[config.mk]
export PLATFORM = sky130hd
export DESIGN_NAME = recent_key_list
export DESIGN_NICKNAME = d
export VERILOG_FILES = /design/src/sv/rkl_pkg.sv /design/src/sv/recent_key_list.sv /design/src/sv/rkl_store.sv /design/src/sv/rkl_ctrl.sv
export SDC_FILE = /design/constraint.sdc
export NUM_CORES = 2
export LEC_CHECK = 0
export BUFFER_PORTS_ARGS = -buffer_cell sky130_fd_sc_hd__buf_2
export CORE_ASPECT_RATIO = 1.5
export CORE_MARGIN = 2
export CORE_UTILIZATION = 55
export CTS_BUF_LIST = sky130_fd_sc_hd__clkbuf_4 sky130_fd_sc_hd__clkbuf_8
export CTS_CLUSTER_DIAMETER = 150
export DETAILED_ROUTE_END_ITERATION = 7
export PLACE_DENSITY = 0.86
export SLEW_MARGIN = 30
export SYNTH_ARGS = -nofsm -noshare
export SYNTH_HDL_FRONTEND = slang
export SYNTH_SLANG_ARGS = --single-unit
[constraint.sdc]
create_clock -name clk -period 11 [get_ports clk]
set_input_delay 0.55 -clock clk [delete_from_list [all_inputs] [get_ports clk]]
set_output_delay 0.55 -clock clk [all_outputs]
set_load 0.05 [all_outputs]
[src/sv/rkl_pkg.sv]
`timescale 1ns / 1ps
// ----------------------------------------------------------------------------
// rkl_pkg
// Shared types and constants of the recent key list: request and result
// layouts, command codes, sequencer states and key store access.
// ----------------------------------------------------------------------------
package rkl_pkg;

  localparam int DEPTH = 16;
  localparam int IDX_W = (DEPTH > 1) ? $clog2(DEPTH) : 1;
  localparam int CNT_W = $clog2(DEPTH + 1);
  localparam int CFG_W = 5;
  localparam int HALF_W = 64;
  localparam int KEY_W = 2 * HALF_W;
  localparam int POS_W = 4;
  localparam int COUNT_W = 5;

  typedef enum logic [1:0] {
    CMD_ADD     = 2'd0,
    CMD_DEL_KEY = 2'd1,
    CMD_DEL_POS = 2'd2,
    CMD_READ    = 2'd3
  } cmd_t;

  typedef struct packed {
    cmd_t              cmd;
    logic [HALF_W-1:0] key_hi;
    logic [HALF_W-1:0] key_lo;
    logic [POS_W-1:0]  position;
  } in_req_t;

  typedef struct packed {
    logic               ok;
    logic               found;
    logic [COUNT_W-1:0] entry_count;
    logic [HALF_W-1:0]  read_hi;
    logic [HALF_W-1:0]  read_lo;
  } out_rsp_t;

  typedef enum logic [3:0] {
    ST_IDLE,
    ST_SEARCH_RD,
    ST_SEARCH_CMP,
    ST_DN_RD,
    ST_DN_WR,
    ST_UP_RD,
    ST_UP_WR,
    ST_READ_RD,
    ST_READ_WT
  } state_t;

  typedef struct packed {
    logic             we;
    logic [IDX_W-1:0] waddr;
    logic [KEY_W-1:0] wdata;
    logic [IDX_W-1:0] raddr;
  } mem_req_t;

  typedef struct packed {
    logic             we;
    logic [CNT_W-1:0] cap;
  } cfg_wr_t;

  function automatic logic [CNT_W-1:0] sat_cap(input logic [CFG_W-1:0] v);
    logic [CNT_W-1:0] r;
    if (int'(v) > DEPTH) begin
      r = CNT_W'(DEPTH);
    end else begin
      r = CNT_W'(v);
    end
    return r;
  endfunction

endpackage

[src/sv/recent_key_list.sv]
`timescale 1ns / 1ps
// ----------------------------------------------------------------------------
// recent_key_list
// Move-to-front list of up to sixteen 128-bit keys, most recent at position 0.
// ----------------------------------------------------------------------------
// A request is taken when start is high and busy is low; busy then stays high
// until the result has been formed. Every request produces exactly one result,
// shown on out_rsp for a single cycle with out_valid high; the receiver cannot
// stall it, so it must be captured in that cycle. All keys go through one
// 128-bit comparator and one key store with a registered read, so each
// entry compared takes a read step and a compare step, and each entry moved
// a read step and a write step. out_valid is high in the first cycle after
// the last busy cycle, or in the cycle after acceptance when busy never
// rises.
// cfg_ready is high only while the list is idle and start is low.
// ----------------------------------------------------------------------------
module recent_key_list (
  input  logic                      clk,
  input  logic                      rst_n,
  input  logic                      start,
  output logic                      busy,
  input  rkl_pkg::in_req_t          in_req,
  output logic                      out_valid,
  output rkl_pkg::out_rsp_t         out_rsp,
  input  logic                      cfg_valid,
  output logic                      cfg_ready,
  input  logic [rkl_pkg::CFG_W-1:0] cfg_max_entries
);

  logic [rkl_pkg::CNT_W-1:0] cap_r, cap_nxt;
  rkl_pkg::cfg_wr_t          cfg;
  rkl_pkg::mem_req_t         mem_req;
  logic [rkl_pkg::KEY_W-1:0] mem_rdata;

  // capacity saturates at the store depth
  always_comb begin
    cfg.we  = cfg_valid && cfg_ready;
    cfg.cap = rkl_pkg::sat_cap(cfg_max_entries);
    cap_nxt = cfg.we ? cfg.cap : cap_r;
  end

  always_ff @(posedge clk) begin
    if (!rst_n) begin
      cap_r <= '0;
    end else begin
      cap_r <= cap_nxt;
    end
  end

  assign cfg_ready = !busy && !start;

  rkl_ctrl u_ctrl (
    .clk       (clk),
    .rst_n     (rst_n),
    .start     (start),
    .busy      (busy),
    .in_req    (in_req),
    .cap       (cap_r),
    .cfg       (cfg),
    .mem_req   (mem_req),
    .mem_rdata (mem_rdata),
    .out_valid (out_valid),
    .out_rsp   (out_rsp)
  );

  rkl_store u_store (
    .clk     (clk),
    .mem_req (mem_req),
    .rdata   (mem_rdata)
  );

endmodule

[src/sv/rkl_store.sv]
`timescale 1ns / 1ps
// ----------------------------------------------------------------------------
// rkl_store
// Key slot memory: one write port, one read port with registered read data.
// ----------------------------------------------------------------------------
module rkl_store (
  input  logic                    clk,
  input  rkl_pkg::mem_req_t       mem_req,
  output logic [rkl_pkg::KEY_W-1:0] rdata
);

  logic [rkl_pkg::KEY_W-1:0] mem [rkl_pkg::DEPTH];
  logic [rkl_pkg::KEY_W-1:0] rdata_r;

  always_ff @(posedge clk) begin
    if (mem_req.we) begin
      mem[mem_req.waddr] <= mem_req.wdata;
    end
    rdata_r <= mem[mem_req.raddr];
  end

  assign rdata = rdata_r;

endmodule

[src/sv/rkl_ctrl.sv]
`timescale 1ns / 1ps
// ----------------------------------------------------------------------------
// rkl_ctrl
// Command sequencer: walks the key store through one shared 128-bit
// comparator, shifts entries one slot per step and issues the result.
// ----------------------------------------------------------------------------
module rkl_ctrl (
  input  logic                      clk,
  input  logic                      rst_n,
  input  logic                      start,
  output logic                      busy,
  input  rkl_pkg::in_req_t          in_req,
  input  logic [rkl_pkg::CNT_W-1:0] cap,
  input  rkl_pkg::cfg_wr_t          cfg,
  output rkl_pkg::mem_req_t         mem_req,
  input  logic [rkl_pkg::KEY_W-1:0] mem_rdata,
  output logic                      out_valid,
  output rkl_pkg::out_rsp_t         out_rsp
);

  localparam int CW = rkl_pkg::CNT_W;
  localparam int IW = rkl_pkg::IDX_W;

  rkl_pkg::state_t          state_r, state_nxt;
  rkl_pkg::cmd_t            cmd_r, cmd_nxt;
  logic [rkl_pkg::KEY_W-1:0] key_r, key_nxt;
  logic [CW-1:0]            len_r, len_nxt;
  logic [IW-1:0]            idx_r, idx_nxt;
  logic                     found_r, found_nxt;
  logic                     out_valid_r, out_valid_nxt;
  rkl_pkg::out_rsp_t        out_rsp_r, out_rsp_nxt;

  logic                     finish;
  logic                     ok_v;
  logic                     rd_v;
  logic                     key_hit;
  logic                     last_idx;
  logic [CW-1:0]            top;

  // the one shared comparator
  assign key_hit  = (mem_rdata == key_r);
  assign last_idx = ((CW'(idx_r) + CW'(1)) == len_r);

  always_ff @(posedge clk) begin
    if (!rst_n) begin
      state_r     <= rkl_pkg::ST_IDLE;
      len_r       <= '0;
      found_r     <= 1'b0;
      out_valid_r <= 1'b0;
    end else begin
      state_r     <= state_nxt;
      len_r       <= len_nxt;
      found_r     <= found_nxt;
      out_valid_r <= out_valid_nxt;
    end
  end

  always_ff @(posedge clk) begin
    cmd_r     <= cmd_nxt;
    key_r     <= key_nxt;
    idx_r     <= idx_nxt;
    out_rsp_r <= out_rsp_nxt;
  end

  always_comb begin
    state_nxt     = state_r;
    cmd_nxt       = cmd_r;
    key_nxt       = key_r;
    len_nxt       = len_r;
    idx_nxt       = idx_r;
    found_nxt     = found_r;
    out_valid_nxt = 1'b0;
    out_rsp_nxt   = out_rsp_r;
    finish        = 1'b0;
    ok_v          = 1'b0;
    rd_v          = 1'b0;
    top           = len_r;
    mem_req.we    = 1'b0;
    mem_req.waddr = idx_r;
    mem_req.wdata = key_r;
    mem_req.raddr = idx_r;

    case (state_r)
      rkl_pkg::ST_IDLE: begin
        if (cfg.we && (len_r > cfg.cap)) begin
          len_nxt = cfg.cap;
        end
        if (start) begin
          cmd_nxt   = in_req.cmd;
          key_nxt   = {in_req.key_hi, in_req.key_lo};
          found_nxt = 1'b0;
          idx_nxt   = '0;
          if (cap == '0) begin
            finish = 1'b1;
          end else begin
            case (in_req.cmd)
              rkl_pkg::CMD_ADD: begin
                if (len_r == '0) begin
                  state_nxt = rkl_pkg::ST_DN_RD;
                end else begin
                  state_nxt = rkl_pkg::ST_SEARCH_RD;
                end
              end
              rkl_pkg::CMD_DEL_KEY: begin
                if (len_r == '0) begin
                  finish = 1'b1;
                end else begin
                  state_nxt = rkl_pkg::ST_SEARCH_RD;
                end
              end
              rkl_pkg::CMD_DEL_POS: begin
                if (int'(in_req.position) < int'(len_r)) begin
                  idx_nxt   = IW'(in_req.position);
                  state_nxt = rkl_pkg::ST_UP_RD;
                end else begin
                  finish = 1'b1;
                end
              end
              default: begin
                if (int'(in_req.position) < int'(len_r)) begin
                  idx_nxt   = IW'(in_req.position);
                  state_nxt = rkl_pkg::ST_READ_RD;
                end else begin
                  finish = 1'b1;
                end
              end
            endcase
          end
        end
      end
      rkl_pkg::ST_SEARCH_RD: begin
        state_nxt = rkl_pkg::ST_SEARCH_CMP;
      end
      rkl_pkg::ST_SEARCH_CMP: begin
        if (key_hit) begin
          found_nxt = 1'b1;
          if (cmd_r == rkl_pkg::CMD_ADD) begin
            state_nxt = rkl_pkg::ST_DN_RD;
          end else begin
            state_nxt = rkl_pkg::ST_UP_RD;
          end
        end else if (last_idx) begin
          if (cmd_r == rkl_pkg::CMD_ADD) begin
            // full list: oldest entry falls off
            if (len_r >= cap) begin
              top = cap - CW'(1);
            end
            len_nxt   = top;
            idx_nxt   = IW'(top);
            state_nxt = rkl_pkg::ST_DN_RD;
          end else begin
            ok_v   = 1'b1;
            finish = 1'b1;
          end
        end else begin
          idx_nxt   = idx_r + IW'(1);
          state_nxt = rkl_pkg::ST_SEARCH_RD;
        end
      end
      rkl_pkg::ST_DN_RD: begin
        if (idx_r == '0) begin
          mem_req.we    = 1'b1;
          mem_req.waddr = '0;
          mem_req.wdata = key_r;
          if (!found_r) begin
            len_nxt = len_r + CW'(1);
          end
          ok_v   = 1'b1;
          finish = 1'b1;
        end else begin
          mem_req.raddr = idx_r - IW'(1);
          state_nxt     = rkl_pkg::ST_DN_WR;
        end
      end
      rkl_pkg::ST_DN_WR: begin
        mem_req.we    = 1'b1;
        mem_req.wdata = mem_rdata;
        idx_nxt       = idx_r - IW'(1);
        state_nxt     = rkl_pkg::ST_DN_RD;
      end
      rkl_pkg::ST_UP_RD: begin
        if (last_idx) begin
          len_nxt = len_r - CW'(1);
          ok_v    = 1'b1;
          finish  = 1'b1;
        end else begin
          mem_req.raddr = idx_r + IW'(1);
          state_nxt     = rkl_pkg::ST_UP_WR;
        end
      end
      rkl_pkg::ST_UP_WR: begin
        mem_req.we    = 1'b1;
        mem_req.wdata = mem_rdata;
        idx_nxt       = idx_r + IW'(1);
        state_nxt     = rkl_pkg::ST_UP_RD;
      end
      rkl_pkg::ST_READ_RD: begin
        state_nxt = rkl_pkg::ST_READ_WT;
      end
      rkl_pkg::ST_READ_WT: begin
        ok_v   = 1'b1;
        rd_v   = 1'b1;
        finish = 1'b1;
      end
      default: begin
        state_nxt = rkl_pkg::ST_IDLE;
      end
    endcase

    if (finish) begin
      state_nxt               = rkl_pkg::ST_IDLE;
      out_valid_nxt           = 1'b1;
      out_rsp_nxt.ok          = ok_v;
      out_rsp_nxt.found       = found_nxt;
      out_rsp_nxt.entry_count = rkl_pkg::COUNT_W'(len_nxt);
      out_rsp_nxt.read_hi     = rd_v ? mem_rdata[rkl_pkg::KEY_W-1:rkl_pkg::HALF_W] : '0;
      out_rsp_nxt.read_lo     = rd_v ? mem_rdata[rkl_pkg::HALF_W-1:0] : '0;
    end
  end

  assign busy      = (state_r != rkl_pkg::ST_IDLE);
  assign out_valid = out_valid_r;
  assign out_rsp   = out_rsp_r;

  a_len_cap : assert property (@(posedge clk) disable iff (!rst_n) len_r <= cap)
    else $error("list length above capacity");

  a_rsp_idle : assert property (@(posedge clk) disable iff (!rst_n)
    out_valid_r |-> state_r == rkl_pkg::ST_IDLE)
    else $error("result issued while sequencer active");

  a_wr_state : assert property (@(posedge clk) disable iff (!rst_n)
    mem_req.we |-> (state_r == rkl_pkg::ST_DN_RD || state_r == rkl_pkg::ST_DN_WR ||
                    state_r == rkl_pkg::ST_UP_WR))
    else $error("key store written outside a shift step");

  a_disabled : assert property (@(posedge clk) disable iff (!rst_n)
    (start && !busy && cap == '0) |=> (out_valid_r && !out_rsp_r.ok))
    else $error("disabled list must answer at once with ok low");

endmodule
-- Word level (Yosys, flattened, before mapping)
Memory sizes are Yosys's and may differ from the RTL's. A register that Yosys moved wholly into a read port is not among the register bits.
Index checks and enable logic that the tools add are counted.
- order comparisons: 4
- bitwise gates (word level): 2
- reductions and logical operators: 19
- mux-type cells: 58
- add/subtract/negate cells: 6
- equality and inequality tests: 22
- operators with widths (cell ; count):
    $pmux 128 s2 ; 1
    $mux 133 ; 1
    $eq 128x128->1 ; 1
    $mux 4 ; 20
    $mux 5 ; 9
    $pmux 4 s9 ; 1
    $pmux 5 s4 ; 1
    $eq 4x3->1 const B ; 4
    $pmux 4 s4 ; 1
    $mux 1 ; 15
    $pmux 4 s3 ; 1
    $logic_not 5->1 ; 2
    $ne 2x2->1 const B ; 5
    $sub 5x1->5 const B ; 2
    $reduce_and 9->1 ; 1
    $eq 4x2->1 const B ; 2
    $logic_not 4->1 ; 2
    $pmux 4 s2 ; 1
    $reduce_bool 4->1 ; 2
    $ne 3x3->1 const B ; 2
    $pmux 1 s2 ; 3
    $reduce_or 2->1 ; 3
    $add 4x1->5 const B ; 1
    $add 5x1->5 const B ; 1
    other kinds (24) ; 29
- register bits: 285
- bits of input ports: 143
- bits in writable memories: 2048
- output and inout port bits: 138
- logic and storage cells: 125
- memories kept: 1
- memories (memory ; depth ; width ; rd ports ; clocked after Yosys merged registers in ; write ports ; line ; text):
    u_store.mem ; 16 ; 128 ; 1 ; 1 ; 1 ; rkl_store.sv:12 ; logic [rkl_pkg::KEY_W-1:0] mem [rkl_pkg::DEPTH];

-- Logic depth before layout (Yosys ltp)
- word-level depth: 7
- depth in mapped cells: 17
- depth with buffers taken out: 11

-- Modules after synthesis
A second synthesis with hierarchy kept.
- cell total of the unflattened synthesis: 4687
- area, all modules: 93623.5 µm²
- by module, submodules not included (module ; area each (µm²) ; sequential area each (µm²) ; instances ; cells each):
    rkl_store ; 79331.1 ; 64061.4 ; 1 ; 3365
    rkl_ctrl ; 14033.5 ; 8298.0 ; 1 ; 1294
    recent_key_list ; 259.0 ; 100.1 ; 1 ; 28

-- Worst setup path before layout
OpenSTA, ideal clock, no wires.
- path kind: reg2reg
- start point: register u_ctrl.len_r[2]
- end point: register u_ctrl.out_rsp_r, in the netlist u_ctrl.out_rsp[0], enable pin
- cell stages (with the launch flop): 8
- required time: 10182 ps
- library setup time: 818 ps
- path buffers: 0
- data arrival time: 10988 ps
- path slack: -805 ps
- period minus slack after synthesis: 11805 ps
- cells stage by stage: dfxtp_1 clkinv_1 ha_1 a21o_1 a21oi_1 nor4_1 nor3_1 o21ai_0
- word-level cells in the longest chain between the ends: 6
- elaborated cells on any way between the ends: 12
- those cells by class: order compare: 1; eq/ne: 1; mux: 9; reduce/logical: 1
- RTL lines (what ; line ; text):
    start: declaration ; rkl_ctrl.sv:27 ; logic [CW-1:0] len_r, len_nxt;
    start signal: assignment ; rkl_ctrl.sv:52 ; len_r <= len_nxt;
    $lt 4x5->1 / $logic_not 5->1 (equally long branches) ; rkl_ctrl.sv:112, rkl_ctrl.sv:120, rkl_ctrl.sv:105 ;
    $mux 1, on equally long branches ; rkl_ctrl.sv:112, rkl_ctrl.sv:120, rkl_ctrl.sv:105 ;
    $pmux 1 s2 ; rkl_ctrl.sv:96 ; case (in_req.cmd)
    $mux 1 ; rkl_ctrl.sv:93 ; if (cap == '0) begin
    $mux 1 ; rkl_ctrl.sv:88 ; if (start) begin
    $pmux 1 s5 * ; rkl_ctrl.sv:83 ; case (state_r)
    via u_ctrl.finish ; rkl_ctrl.sv:33 ; logic finish;
    end signal: assignment ; rkl_ctrl.sv:62 ; out_rsp_r <= out_rsp_nxt;
    end: declaration ; rkl_ctrl.sv:31 ; rkl_pkg::out_rsp_t out_rsp_r, out_rsp_nxt;
The timed path passes the listed nets; every way through them passes the cells marked *.
A chain may end at the register's enable or synchronous reset.

-- Worst setup path after layout
- start point: register u_ctrl.idx_r[0]
- end point: register u_store.rdata_r, in the netlist u_store.rdata[68], read port of u_store.mem
- word-level cells in the longest chain between the ends: 4
- elaborated cells on any way between the ends: 8
- those cells by class: add/sub: 3; eq/ne: 1; mux: 3; reduce/logical: 1
- RTL lines (what ; line ; text):
    start: declaration ; rkl_ctrl.sv:28 ; logic [IW-1:0] idx_r, idx_nxt;
    start signal: assignment ; rkl_ctrl.sv:61 ; idx_r <= idx_nxt;
    $add 4x1->5 ; rkl_ctrl.sv:42 ; assign last_idx = ((CW'(idx_r) + CW'(1)) == len_r);
    $eq 5x5->1 ; rkl_ctrl.sv:42 ;
    $mux 4 ; rkl_ctrl.sv:182 ; if (last_idx) begin
    $pmux 4 s2 * ; rkl_ctrl.sv:83 ;
    end: declaration ; rkl_store.sv:13 ; logic [rkl_pkg::KEY_W-1:0] rdata_r;
Mark *: on every way between the ends. The rest lies on a longest branch, timed or not.

==> results.md <==
- Worst Hold Class: primary input to flop
- Final critical-path required period: 6060 ps
- Width of the die: 348 µm
- Top-count cell post-synth: edfxtp_1
- Gpl congestion: 0.886
- Outcome: finished, final reports clean
- Vias: 66,200
- PD cells: 191 mW/mm²
- Nets: 7,198
- Share of layout cells above drive strength 1: 14.0%
- Worst reg2reg startpoint: u_ctrl.idx_r[0]
- Vias in the first global route: 65,000
- Worst vdd ir: 148 µV
- TNS Setup: 0 ps
- CTS tree: built
- Worst Setup Start Kind: flop
- Iteration-0 DRC Markers: 10,500
- Worst-margin pin slew: 1430 ps
- DRT Pass-1 Iters: 6
- Core ar.: 0.177 mm²
- Kind of critical path: flop to flop
- Worst EP arrival: 7060 ps
- Share of the synthesized area in the top cell type: 71.2%
- Routed WL: 288,000 µm
- Initial antenna violation count: 23
- Clk sink count: 2,461
- Area after DPL: 0.101 mm²
- Number of CTS-inserted buffers: 359
- Synth Register Bits: 2,461
- Final ANT Viol Nets: 0
- Final Core Density: 62.2%
- Most used DFF post-synth: edfxtp_1
- # setup viols final: 0
- Slew headroom: 4.65%
- Hold path depth: 2
- Initial core utilization: 55.3%
- RSZ-0062 raised after global routing: false
- Fin Clk Skew: 118 ps
- Final hold vios: 0
- Worst hold endpoint: u_ctrl.key_r[120]
- Die Height: 520 µm
- R2r endpoint: u_store.rdata[68]
- Count of cell types in the netlist: 74
- GRT Util Overall: 30.9%
- Row count: 189
- EDFF count, synth: 2,317
- Hpwl dp: 146,000 µm
- Area Overhead vs Synth: 12.4%
- Syn_area_per_cell: 14.6 µm²
- Syn nets: 6,866
- Register area share after synthesis: 74.1%
- Drt drc: 0
- Crit Path Max Fanout: 112
- First-pass GRT wire length: 415,000 µm
- Final non-filler cell area: 0.110 mm²
- Port bufs: 280
- Max Fclk: 165 MHz
- Reg2Reg Depth: 13
- Synth top area cells: edfxtp_1, a211oi_1, and3_1
- Worst endpoint required time: 11,990 ps
- Grt ovf: 0
- Die Area: 0.181 mm²
- I/O pins: 281
- Max_cap viols: 0
- CTS HTree Levels: 5
- Vias/cell: 6.88
- Critical path capture point type: flop
- WHS: 151 ps
- Leak pwr: 0.0389 µW
- Max-slew violations: 0
- Post-synth top cells: edfxtp_1, and3_1, a211oi_1
- Worst-path clk slew: 90 ps
- Final Cycle Share: 55.1%
- Ys async rst share: 0%
- CTS max path bufs: 4
- Wire per inst: 29.9 µm
- Clk_lat worst skew: 1120 ps
- Clk root buf: clkbuf_8
- Flop2flop setup slack: 4940 ps
- Fill cells: 11,500
- Synth Instances: 6,697
- Syn. warnings: 0
- Mapped Area: 0.0978 mm²
- Min-delay src: in_req[124]
- Post-synth top area cell: edfxtp_1
- Largest net degree at the start of global routing: 233
-- layout make-up --
cell class / instances / area (µm²) / share of cell area, %
Antenna cell: 8 / 20.0 / 0.0182
Clock buffer: 506 / 6270 / 5.71
Clock inverter: 136 / 1100 / 1.00
Inverter: 23 / 91.3 / 0.0831
Multi-Input combinational cell: 3671 / 23300 / 21.2
Sequential cell: 2461 / 72500 / 66.0
Tap cell: 2292 / 2870 / 2.61
Timing Repair Buffer: 513 / 3770 / 3.43
-- registers in the layout (all words and copies together), names as in the netlist --
| register | cells |
|---|---|
| u_store.mem | 2048 |
| u_ctrl.state_r | 4 |
| u_ctrl.idx_r | 4 |
| u_ctrl.found_r | 1 |
| u_ctrl.cmd_r | 2 |
| u_ctrl.out_valid | 1 |
| u_ctrl.len_r | 5 |
| u_ctrl.key_r | 128 |
| u_store.rdata | 128 |
| u_ctrl.out_rsp | 135 |
| cap_r | 5 |
-- cells in the final DEF (no fill, tap or decap), types with 66 or more instances in the layout --
cell	n
and4_1	80
a311oi_1	193
and2_1	131
xor2_1	124
nand2_1	794
a211oi_1	835
dfxtp_1	144
buf_4	66
o21ai_0	327
clkbuf_8	395
buf_2	280
clkbuf_4	111
dlygate4sd3_1	141
and3_1	836
edfxtp_1	2317
-- how the worst max path moves through the flow --
stage,endpoint,slack [ps],cells after the start,startpoint
finish,u_store.rdata[68],4940,13,u_ctrl.idx_r[0]
global route,u_store.rdata[68],4640,13,u_ctrl.idx_r[0]
CTS,u_store.rdata[112],4970,13,u_ctrl.idx_r[0]
detailed placement,u_store.rdata[89],4960,13,u_ctrl.idx_r[0]
global placement,u_store.rdata[101],5240,13,u_ctrl.idx_r[0]
floorplan,u_ctrl.out_rsp[0],2850,7,u_ctrl.len_r[2]
-- timing repair --
| action | 4_1_cts | 5_1_grt |
|---|---|---|
| hold buffers | 141 | 0 |
| gates resized for setup | 0 | 0 |
| buffers inserted | 0 | 0 |
| hold endpoints to repair | 151 | 0 |
-- worst max-delay path: stages, from the launching register on --
cell,delay [ps]
edfxtp_1,670
inv_1,180
ha_1,460
xor2_1,210
nor2_1,250
o211ai_4,260
a311o_2,430
buf_4,350
nand2_8,680
buf_4,780
buf_4,860
a211oi_1,240
o21ai_0,330
and4_1,250
-- where the power goes --
group,total (µW),leakage (µW),switching (µW),internal [µW]
clock network,7570,0.00390,3460,4100
logic,2490,0.0127,1840,651
registers,11000,0.0223,336,10600
total,21000,0.0389,5640,15400
-- layer usage --
layer	global-route usage [%]	up-vias	wire length, µm
li1	-	26800	-
met1	38.6	31800	91900
met2	47.3	6266	131000
met4	18.4	16	17800
met3	9.97	1193	47100
met5	0	-	291
-- through the flow --
step	std cells	power [µW]	setup WS, ps
floorplan	6697	12500	2850
global placement	8815	13300	5240
detailed placement	8816	13400	4960
CTS	9599	20900	4970
global route	9604	21500	4640
finish	9610	21000	4940
-- cells by family after synthesis --
group / synth area share (%)
AO/OA/AOI/OAI: 10.4
XOR/XNOR: 1.30
adder cells (fa/ha/maj): 0.333
buffers and inverters: 2.38
flip-flops: 74.1
multiplexers: 0.175
AND/OR/NAND/NOR: 11.3
No activity file was read; power rests on OpenSTA's default activity.
